===== src/lfbr_pkg.sv =====
// Shared types and constants of the length-framed byte receiver.
// No dependencies; every other file of the block imports this package.
package lfbr_pkg;

    localparam int DEFAULT_MAX_FRAME = 64;
    localparam int HEADER_BYTES      = 5;
    localparam int LEN_LOW_POS       = 3;

    localparam int REQ_W       = 2;
    localparam int BYTE_W      = 8;
    localparam int INDEX_W     = 6;
    localparam int LENGTH_W    = 7;
    localparam int TIMEOUT_W   = 16;
    localparam int IDLE_W      = 17;
    localparam int CFG_INDEX_W = 4;
    localparam int CFG_DATA_W  = 16;

    localparam logic [IDLE_W-1:0] IDLE_MAX = '1;

    typedef enum logic [REQ_W-1:0] {
        REQ_BYTE = 2'd0,
        REQ_POLL = 2'd1,
        REQ_READ = 2'd2
    } req_t;

    typedef enum logic [CFG_INDEX_W-1:0] {
        CFG_FIRST_SYNC  = 4'd0,
        CFG_SECOND_SYNC = 4'd1,
        CFG_MIN_LENGTH  = 4'd2,
        CFG_TIMEOUT     = 4'd3
    } cfg_index_t;

    localparam logic [BYTE_W-1:0]    RST_FIRST_SYNC  = 8'd170;
    localparam logic [BYTE_W-1:0]    RST_SECOND_SYNC = 8'd85;
    localparam logic [LENGTH_W-1:0]  RST_MIN_LENGTH  = 7'd6;
    localparam logic [TIMEOUT_W-1:0] RST_TIMEOUT     = 16'd1000;

    typedef struct packed {
        logic [BYTE_W-1:0]    first_sync;
        logic [BYTE_W-1:0]    second_sync;
        logic [LENGTH_W-1:0]  min_length;
        logic [TIMEOUT_W-1:0] timeout;
    } cfg_t;

    typedef struct packed {
        logic                frame_ready;
        logic [LENGTH_W-1:0] frame_length;
        logic                rd_sel;
    } result_t;

endpackage


===== src/lfbr_cfg.sv =====
// Configuration registers of the length-framed byte receiver.
// Depends on lfbr_pkg for the register indexes, reset values and cfg_t.
module lfbr_cfg (
    input  logic                           clk,
    input  logic                           rst_n,
    input  logic                           cfg_we,
    input  logic [lfbr_pkg::CFG_INDEX_W-1:0] cfg_index,
    input  logic [lfbr_pkg::CFG_DATA_W-1:0]  cfg_data,
    output lfbr_pkg::cfg_t                 cfg
);
    import lfbr_pkg::*;

    cfg_t cfg_reg;

    always_ff @(posedge clk or negedge rst_n)
    begin
        if (!rst_n)
        begin
            cfg_reg.first_sync  <= RST_FIRST_SYNC;
            cfg_reg.second_sync <= RST_SECOND_SYNC;
            cfg_reg.min_length  <= RST_MIN_LENGTH;
            cfg_reg.timeout     <= RST_TIMEOUT;
        end
        else if (cfg_we)
        begin
            case (cfg_index)
                CFG_FIRST_SYNC:  cfg_reg.first_sync  <= cfg_data[BYTE_W-1:0];
                CFG_SECOND_SYNC: cfg_reg.second_sync <= cfg_data[BYTE_W-1:0];
                CFG_MIN_LENGTH:  cfg_reg.min_length  <= cfg_data[LENGTH_W-1:0];
                CFG_TIMEOUT:     cfg_reg.timeout     <= cfg_data[TIMEOUT_W-1:0];
                default: ;
            endcase
        end
    end

    assign cfg = cfg_reg;

endmodule


===== src/lfbr_buf.sv =====
// Frame buffer memory: one write port and one read port with registered data.
// Depends on lfbr_pkg for the byte width.
module lfbr_buf #(
    parameter int MaxFrame = lfbr_pkg::DEFAULT_MAX_FRAME,
    parameter int AddrW    = $clog2(MaxFrame)
) (
    input  logic                        clk,
    input  logic                        wr_en,
    input  logic [AddrW-1:0]            wr_addr,
    input  logic [lfbr_pkg::BYTE_W-1:0] wr_data,
    input  logic                        rd_en,
    input  logic [AddrW-1:0]            rd_addr,
    output logic [lfbr_pkg::BYTE_W-1:0] rd_data
);
    import lfbr_pkg::*;

    logic [BYTE_W-1:0] mem [MaxFrame];
    logic [BYTE_W-1:0] rd_data_reg;

    always_ff @(posedge clk)
    begin
        if (wr_en)
        begin
            mem[wr_addr] <= wr_data;
        end
        if (rd_en)
        begin
            rd_data_reg <= mem[rd_addr];
        end
    end

    assign rd_data = rd_data_reg;

endmodule


===== src/lfbr_ctrl.sv =====
// Frame tracking of the receiver: sync check, length header, end of frame,
// held frame and poll timeout. Depends on lfbr_pkg for types and constants.
module lfbr_ctrl #(
    parameter int MaxFrame = lfbr_pkg::DEFAULT_MAX_FRAME,
    parameter int AddrW    = $clog2(MaxFrame),
    parameter int CountW   = $clog2(MaxFrame + 1)
) (
    input  logic                          clk,
    input  logic                          rst_n,
    input  logic                          accept,
    input  logic [lfbr_pkg::REQ_W-1:0]    req_type,
    input  logic [lfbr_pkg::BYTE_W-1:0]   data_byte,
    input  logic [lfbr_pkg::INDEX_W-1:0]  read_index,
    input  lfbr_pkg::cfg_t                cfg,
    output logic                          wr_en,
    output logic [AddrW-1:0]              wr_addr,
    output logic [lfbr_pkg::BYTE_W-1:0]   wr_data,
    output logic                          rd_en,
    output lfbr_pkg::result_t             result
);
    import lfbr_pkg::*;

    typedef enum logic [1:0] {
        PH_SYNC   = 2'd0,
        PH_HEADER = 2'd1,
        PH_BODY   = 2'd2
    } phase_t;

    phase_t              phase_reg, phase_next;
    logic [CountW-1:0]   count_reg, count_next;
    logic [CountW-1:0]   exp_reg, exp_next;
    logic                waiting_reg, waiting_next;
    logic [IDLE_W-1:0]   idle_reg, idle_next;
    logic                complete_reg, complete_next;
    logic [CountW-1:0]   done_reg, done_next;
    logic [BYTE_W-1:0]   len_low_reg, len_low_next;

    logic [2*BYTE_W-1:0] len;
    logic                check_end;

    always_comb
    begin
        phase_next    = phase_reg;
        count_next    = count_reg;
        exp_next      = exp_reg;
        waiting_next  = waiting_reg;
        idle_next     = idle_reg;
        complete_next = complete_reg;
        done_next     = done_reg;
        len_low_next  = len_low_reg;
        wr_en         = 1'b0;
        wr_addr       = count_reg[AddrW-1:0];
        wr_data       = data_byte;
        rd_en         = 1'b0;
        result        = '0;
        check_end     = 1'b0;
        len           = {data_byte, len_low_reg};

        if (accept)
        begin
            case (req_type)
                REQ_BYTE:
                begin
                    if (!complete_reg)
                    begin
                        waiting_next = 1'b1;
                        idle_next    = '0;
                        // A byte arriving on a full buffer restarts the frame with it.
                        if (count_reg >= CountW'(MaxFrame))
                        begin
                            count_next   = '0;
                            exp_next     = '0;
                            idle_next    = '0;
                            waiting_next = 1'b0;
                            phase_next   = PH_SYNC;
                        end
                        wr_en   = 1'b1;
                        wr_addr = count_next[AddrW-1:0];
                        if (count_next == CountW'(LEN_LOW_POS))
                        begin
                            len_low_next = data_byte;
                        end
                        count_next = count_next + CountW'(1);

                        case (phase_next)
                            PH_SYNC:
                            begin
                                if (count_next == CountW'(1))
                                begin
                                    if (data_byte != cfg.first_sync)
                                    begin
                                        count_next   = '0;
                                        exp_next     = '0;
                                        idle_next    = '0;
                                        waiting_next = 1'b0;
                                        phase_next   = PH_SYNC;
                                    end
                                end
                                else if (count_next == CountW'(2))
                                begin
                                    if (data_byte != cfg.second_sync)
                                    begin
                                        count_next   = '0;
                                        exp_next     = '0;
                                        idle_next    = '0;
                                        waiting_next = 1'b0;
                                        phase_next   = PH_SYNC;
                                    end
                                    else
                                    begin
                                        phase_next = PH_HEADER;
                                    end
                                end
                            end
                            PH_HEADER:
                            begin
                                if (count_next >= CountW'(HEADER_BYTES))
                                begin
                                    if ((len < {{(BYTE_W+1){1'b0}}, cfg.min_length}) ||
                                        ({16'd0, len} > 32'(MaxFrame)))
                                    begin
                                        count_next   = '0;
                                        exp_next     = '0;
                                        idle_next    = '0;
                                        waiting_next = 1'b0;
                                        phase_next   = PH_SYNC;
                                    end
                                    else
                                    begin
                                        phase_next = PH_BODY;
                                        exp_next   = CountW'(len);
                                        check_end  = 1'b1;
                                    end
                                end
                            end
                            PH_BODY:
                            begin
                                check_end = 1'b1;
                            end
                            default: ;
                        endcase

                        if (check_end)
                        begin
                            if (count_next == exp_next)
                            begin
                                complete_next = 1'b1;
                                done_next     = count_next;
                                count_next    = '0;
                                exp_next      = '0;
                                idle_next     = '0;
                                waiting_next  = 1'b0;
                                phase_next    = PH_SYNC;
                            end
                            else if (count_next > exp_next)
                            begin
                                count_next   = '0;
                                exp_next     = '0;
                                idle_next    = '0;
                                waiting_next = 1'b0;
                                phase_next   = PH_SYNC;
                            end
                        end
                    end
                end
                REQ_POLL:
                begin
                    if (waiting_reg)
                    begin
                        // The clear resets the idle count before this poll is counted.
                        if (idle_reg >= {1'b0, cfg.timeout})
                        begin
                            count_next   = '0;
                            exp_next     = '0;
                            idle_next    = '0;
                            waiting_next = 1'b0;
                            phase_next   = PH_SYNC;
                        end
                        if (idle_next < IDLE_MAX)
                        begin
                            idle_next = idle_next + IDLE_W'(1);
                        end
                    end
                    else
                    begin
                        count_next   = '0;
                        exp_next     = '0;
                        idle_next    = '0;
                        waiting_next = 1'b0;
                        phase_next   = PH_SYNC;
                    end
                    if (complete_reg)
                    begin
                        waiting_next        = 1'b0;
                        complete_next       = 1'b0;
                        result.frame_ready  = 1'b1;
                        result.frame_length = LENGTH_W'(done_reg);
                    end
                end
                REQ_READ:
                begin
                    rd_en         = 1'b1;
                    result.rd_sel = ({26'd0, read_index} < 32'(MaxFrame));
                end
                default: ;
            endcase
        end
    end

    always_ff @(posedge clk or negedge rst_n)
    begin
        if (!rst_n)
        begin
            phase_reg    <= PH_SYNC;
            count_reg    <= '0;
            exp_reg      <= '0;
            waiting_reg  <= 1'b0;
            idle_reg     <= '0;
            complete_reg <= 1'b0;
            done_reg     <= '0;
            len_low_reg  <= '0;
        end
        else
        begin
            phase_reg    <= phase_next;
            count_reg    <= count_next;
            exp_reg      <= exp_next;
            waiting_reg  <= waiting_next;
            idle_reg     <= idle_next;
            complete_reg <= complete_next;
            done_reg     <= done_next;
            len_low_reg  <= len_low_next;
        end
    end

endmodule


===== src/length_framed_byte_receiver_top.sv =====
// Top level of the length-framed byte receiver: handshakes and result register.
// Depends on lfbr_pkg, lfbr_cfg, lfbr_ctrl and lfbr_buf.
//
//   channel  | handshake          | payload
//   ---------+--------------------+-----------------------------------------
//   in       | in_valid/in_ready  | req_type, data_byte, read_index
//   out      | out_valid/out_ready| frame_ready, frame_length, read_data
//   cfg      | cfg_we             | cfg_index, cfg_data
//
// Each request updates the frame state and the buffer at the edge where it is
// accepted, and its result sits in the output register from the next cycle on.
// A new request is taken each cycle while the output register is empty or being
// drained. A stalled result holds its value.
// Reset clears the frame state at once; buffer contents are not initialized.
module length_framed_byte_receiver_top #(
    parameter int MaxFrame = lfbr_pkg::DEFAULT_MAX_FRAME
) (
    input  logic                              clk,
    input  logic                              rst_n,
    input  logic                              in_valid,
    output logic                              in_ready,
    input  logic [lfbr_pkg::REQ_W-1:0]        req_type,
    input  logic [lfbr_pkg::BYTE_W-1:0]       data_byte,
    input  logic [lfbr_pkg::INDEX_W-1:0]      read_index,
    output logic                              out_valid,
    input  logic                              out_ready,
    output logic                              frame_ready,
    output logic [lfbr_pkg::LENGTH_W-1:0]     frame_length,
    output logic [lfbr_pkg::BYTE_W-1:0]       read_data,
    input  logic                              cfg_we,
    input  logic [lfbr_pkg::CFG_INDEX_W-1:0]  cfg_index,
    input  logic [lfbr_pkg::CFG_DATA_W-1:0]   cfg_data
);
    import lfbr_pkg::*;

    localparam int AddrW  = $clog2(MaxFrame);
    localparam int CountW = $clog2(MaxFrame + 1);

    cfg_t              cfg;
    result_t           result;
    result_t           result_reg;
    logic              out_valid_reg;
    logic              accept;
    logic              wr_en;
    logic [AddrW-1:0]  wr_addr;
    logic [BYTE_W-1:0] wr_data;
    logic              rd_en;
    logic [BYTE_W-1:0] rd_data;

    assign in_ready = !out_valid_reg || out_ready;
    assign accept   = in_valid && in_ready;

    lfbr_cfg u_cfg (
        .clk       (clk),
        .rst_n     (rst_n),
        .cfg_we    (cfg_we),
        .cfg_index (cfg_index),
        .cfg_data  (cfg_data),
        .cfg       (cfg)
    );

    lfbr_ctrl #(
        .MaxFrame (MaxFrame),
        .AddrW    (AddrW),
        .CountW   (CountW)
    ) u_ctrl (
        .clk        (clk),
        .rst_n      (rst_n),
        .accept     (accept),
        .req_type   (req_type),
        .data_byte  (data_byte),
        .read_index (read_index),
        .cfg        (cfg),
        .wr_en      (wr_en),
        .wr_addr    (wr_addr),
        .wr_data    (wr_data),
        .rd_en      (rd_en),
        .result     (result)
    );

    lfbr_buf #(
        .MaxFrame (MaxFrame),
        .AddrW    (AddrW)
    ) u_buf (
        .clk     (clk),
        .wr_en   (wr_en),
        .wr_addr (wr_addr),
        .wr_data (wr_data),
        .rd_en   (rd_en),
        .rd_addr (AddrW'(read_index)),
        .rd_data (rd_data)
    );

    always_ff @(posedge clk or negedge rst_n)
    begin
        if (!rst_n)
        begin
            out_valid_reg <= 1'b0;
        end
        else if (in_ready)
        begin
            out_valid_reg <= in_valid;
        end
    end

    always_ff @(posedge clk)
    begin
        if (accept)
        begin
            result_reg <= result;
        end
    end

    assign out_valid    = out_valid_reg;
    assign frame_ready  = result_reg.frame_ready;
    assign frame_length = result_reg.frame_length;
    // The buffer read port holds its data until the next read request.
    assign read_data    = result_reg.rd_sel ? rd_data : '0;

endmodule


===== config.mk =====
export PLATFORM = sky130hd
export DESIGN_NAME = length_framed_byte_receiver_top
export DESIGN_NICKNAME = d
export VERILOG_FILES = /design/src/lfbr_pkg.sv /design/src/lfbr_cfg.sv /design/src/lfbr_buf.sv /design/src/lfbr_ctrl.sv /design/src/length_framed_byte_receiver_top.sv
export SDC_FILE = /design/constraint.sdc
export NUM_CORES = 1
export LEC_CHECK = 0
export BUFFER_PORTS_ARGS = -buffer_cell sky130_fd_sc_hd__buf_2
export CAP_MARGIN = 30
export CORE_MARGIN = 3
export CORE_UTILIZATION = 35
export DETAILED_ROUTE_END_ITERATION = 10
export PLACE_DENSITY = 0.46
export SLEW_MARGIN = 15
export SYNTH_ARGS = -nofsm -noshare
export SYNTH_HDL_FRONTEND = slang
export SYNTH_SLANG_ARGS = --single-unit

===== constraint.sdc =====
create_clock -name clk -period 5.3 [get_ports clk]
set_clock_uncertainty 0.15 [all_clocks]
set_input_delay 0.53 -clock clk [delete_from_list [all_inputs] [get_ports clk]]
set_output_delay 0.53 -clock clk [all_outputs]
set_load 0.005 [all_outputs]

==> impl_metrics.py <==
metrics = {
    "worst_setup_path": {
        "r2r_slack_ps": 630,
        "req_time_crit_path_ps": 5620,
        "crit_path_end_kind": "register",
        "worst_ep_arrival_time_ps": 4990,
        "worstSetupStartpointType": "register",
        "path_cells": "nand2b_1 -> inv_1 -> ha_1 -> and3_1 -> a211o_1 -> o21ai_0 -> a211o_1 -> a2111oi_4 -> nor2b_1 -> ha_1 -> a21o_1 -> a211oi_1 -> o31ai_1 -> nand2b_1 -> or2_2 -> a32o_1",
        "crit_start": "u_ctrl.count_reg[6]",
        "regToRegStartpoint": "u_ctrl.count_reg[6]",
        "critPathMaxFanout": 11,
        "regToRegEndpoint": "u_ctrl.count_reg[2]",
        "timing.reg2reg.worst_path_depth": 16,
        "worst_path_max_stage_delay_ps": 530,
        "start_to_end_type_of_the_worst_setup_path": "reg2reg",
        "worstSetupEndpoint": "u_ctrl.count_reg[2]",
        "critical_path.slowest_cell": "sky130_fd_sc_hd__a2111oi_4",
    },
    "timing": {
        "tightest_slew_ps": 946,
        "rsz0062_at_grt": "no",
        "final_cycle_utilization_of_the_critical_path_pct": 88.1,
        "period_minus_slack_ps": 4670,
        "hold_viol": 0,
        "report.final.setup_viol": 0,
        "holdWs_ps": 38.6,
        "fin_setup_tns_ps": 0,
        "finalMaxSlewViolations": 0,
        "achievable-frequency_mhz": 214,
        "timing.max_slew.rel_slack_pct": 36.7,
    },
    "clock_tree": {
        "cts_buffer_count": 70,
        "htree_num_levels": 3,
        "clk-insertion-delay-late_ps": 590,
        "cell_at_the_root_of_the_clock_tree": "sky130_fd_sc_hd__clkbuf_16",
        "ctsLongestPathBuffers": 3,
        "cts.reportedPaths.clkPinSlew_ps": 60,
        "clock_sink_count": 619,
        "tritoncts": "done",
    },
    "global_route": {
        "grt_util_all_layers_pct": 16.9,
        "overflow": 0,
        "number_of_global_route_vias_before_repair": 13600,
        "grt_max_degree": 80,
        "grt_antenna_before_repair": 11,
        "grt_first_pass_wirelength_mm": 95.6,
    },
    "yosys": {
        "average_instance_area_after_synthesis_um2": 18.8,
        "ys_types": 62,
        "synth_nets": 1440,
        "synthDominantAreaCellType": "sky130_fd_sc_hd__edfxtp_1",
        "synth-edff-count": 529,
        "synthesis.yosys.warnings": 0,
        "synth_ff_type": "sky130_fd_sc_hd__edfxtp_1",
        "post_synth_inst_count": 1363,
        "post_synth_instance_area_um2": 25700,
        "yosysMostFrequentCell": "sky130_fd_sc_hd__edfxtp_1",
        "post_synthesis_register_bit_count": 619,
        "synth.cells.most_frequent": "sky130_fd_sc_hd__edfxtp_1 (529), sky130_fd_sc_hd__mux4_2 (168), sky130_fd_sc_hd__nor2_1 (91)",
        "async_reset_ff_share_pct": 14.5,
        "yosysSeqAreaShare_pct": 70.8,
        "synth_top_area_share_pct": 61.9,
        "netlist_top_cells_area": "sky130_fd_sc_hd__edfxtp_1 (62%), sky130_fd_sc_hd__mux4_2 (15%), sky130_fd_sc_hd__dfrtp_1 (7.2%)",
    },
    "detailed_routing": {
        "drt_first_pass_iters": 5,
        "detailroute.via_count": 13200,
        "ant_nets": 0,
        "drc": 0,
        "wirelength_mm": 64.4,
        "vias_per_cell": 5.31,
        "wire_length_per_cell_um": 25.9,
        "first_iter_violations": 966,
    },
    "floorplan": {
        "die-area_um2": 76600,
        "die_height_um": 277,
        "initial_core_util_pct": 35.6,
        "die_w_um": 277,
        "rows": 98,
        "floorplan.io_pins": 59,
        "core_area_um2": 72100,
    },
    "layout": {
        "instances_no_fill": 2486,
        "post_route_cells_drive_above_1_share_pct": 29.3,
        "largest_register_ffs": 512,
        "postLayoutCoreUtil_pct": 41.0,
        "nFillCells": 6472,
        "area.growth.synth_to_final_pct": 15.1,
        "final_nets": 1560,
    },
    "min_path": {
        "hp-class": "in2reg",
        "timing.hold.worst_path_depth": 2,
    },
    "pwr": {
        "switching_share_pct": 21.8,
        "comb_power_share_pct": 6.6,
        "worst_ir_drop_vdd_uv": 249,
        "seqPwrFrac_pct": 50.7,
        "cellLeakagePower_uw": 0.00995,
        "internal_power_uw": 8410,
        "clockPowerShare_pct": 42.7,
        "power_density_nw_per_um2": 364,
        "power.switching_uw": 2350,
    },
    "placement": {
        "dpl.hpwl_mm": 41.9,
        "place.gp.congestion": 0.760,
        "dpl.cell_count": 2341,
        "io_buffer_count": 58,
    },
    "flow_run": {
        "max_cap_viol_count": 0,
    },
    "outcome": {
        "outcome": "complete, no violations",
    },
}
## stage by stage
stage | cell area [um^2] | total power [uW] | setup slack [ps]
floorplan | 25700 | 5970 | 985
global placement | 27100 | 6260 | 644
detailed placement | 27200 | 6280 | 472
CTS | 29500 | 10900 | 444
global route | 29500 | 11200 | 131
finish | 29500 | 10800 | 631
## cell type report
class	instances	area (um^2)	area share (%)
clock buffers	90	1920	6.51
repair buffers	113	781	2.64
clock inverters	34	245	0.830
diodes	1	2.50	0.00847
multi-input cells	644	7110	24.1
flip-flops and latches	619	18200	61.5
well taps	950	1190	4.02
inverters	35	131	0.445
## critical path: cells and delay by family (launching register included)
kind,cells,cell delay (ps)
compound gates,8,1900
simple gates,5,1170
fa+ha+maj,2,700
flops,1,480
buf+inv,1,140
## layer usage
layer  global-route usage, %  wire length [um]  vias to the layer above
met1                    24.1             29200                     7012
met5                       0                13                        -
met4                    4.28              1550                        2
met2                    26.8             30400                      318
li1                        -                 -                     5757
met3                    3.06              3280                      101
## how the worst min path moves through the flow
| stage | from | endpoint |
|---|---|---|
| CTS | in_valid | out_valid |
| finish | in_valid | out_valid |
| global placement | u_ctrl.exp_reg[2] | u_ctrl.exp_reg[2] |
| floorplan | rst_n | out_valid |
| detailed placement | u_ctrl.exp_reg[4] | u_ctrl.exp_reg[4] |
| global route | in_valid | out_valid |
## power by group through the flow
stage | sequential (uW) | clock (uW) | combinational [uW]
2_1_floorplan | 5530 | 0 | 437
3_3_place_gp | 5560 | 0 | 707
3_5_place_dp | 5560 | 0 | 719
4_1_cts | 5460 | 4730 | 728
5_1_grt | 5460 | 4930 | 780
6_report | 5450 | 4600 | 709
## cell usage in the layout (no fill, tap or decap), types with 15 or more instances in the layout
master and instances:
sky130_fd_sc_hd__and2_1 16, sky130_fd_sc_hd__buf_2 56, sky130_fd_sc_hd__buf_4 43, sky130_fd_sc_hd__clkbuf_1 15, sky130_fd_sc_hd__clkbuf_16 74, sky130_fd_sc_hd__clkinv_1 15
sky130_fd_sc_hd__dfrtp_1 74, sky130_fd_sc_hd__dfstp_2 16, sky130_fd_sc_hd__edfxtp_1 529, sky130_fd_sc_hd__ha_1 36, sky130_fd_sc_hd__inv_1 35, sky130_fd_sc_hd__mux2_2 54
sky130_fd_sc_hd__mux4_2 168, sky130_fd_sc_hd__nand2_1 43, sky130_fd_sc_hd__nand2b_1 15, sky130_fd_sc_hd__nand3_1 18, sky130_fd_sc_hd__nor2_1 89, sky130_fd_sc_hd__o21ai_0 25
sky130_fd_sc_hd__xnor2_1 17
## cell families after synthesis
family / synth area share, %
DFF: 70.8
and+or+nand+nor: 4.92
muxes: 17.2
AOI/OAI and AO/OA: 3.19
buffers and inverters: 1.58
adders and majority gates: 1.76
xor gates and xnor gates: 0.648
## repair_timing
item / in CTS / in global routing
resized for setup: 0 / 1
buffers inserted: 0 / 0
endpoints found under the setup margin: 0 / 7
endpoints found under the hold margin: 49 / 0
hold buffers: 9 / 0
No activity file was read; power rests on OpenSTA's default activity.
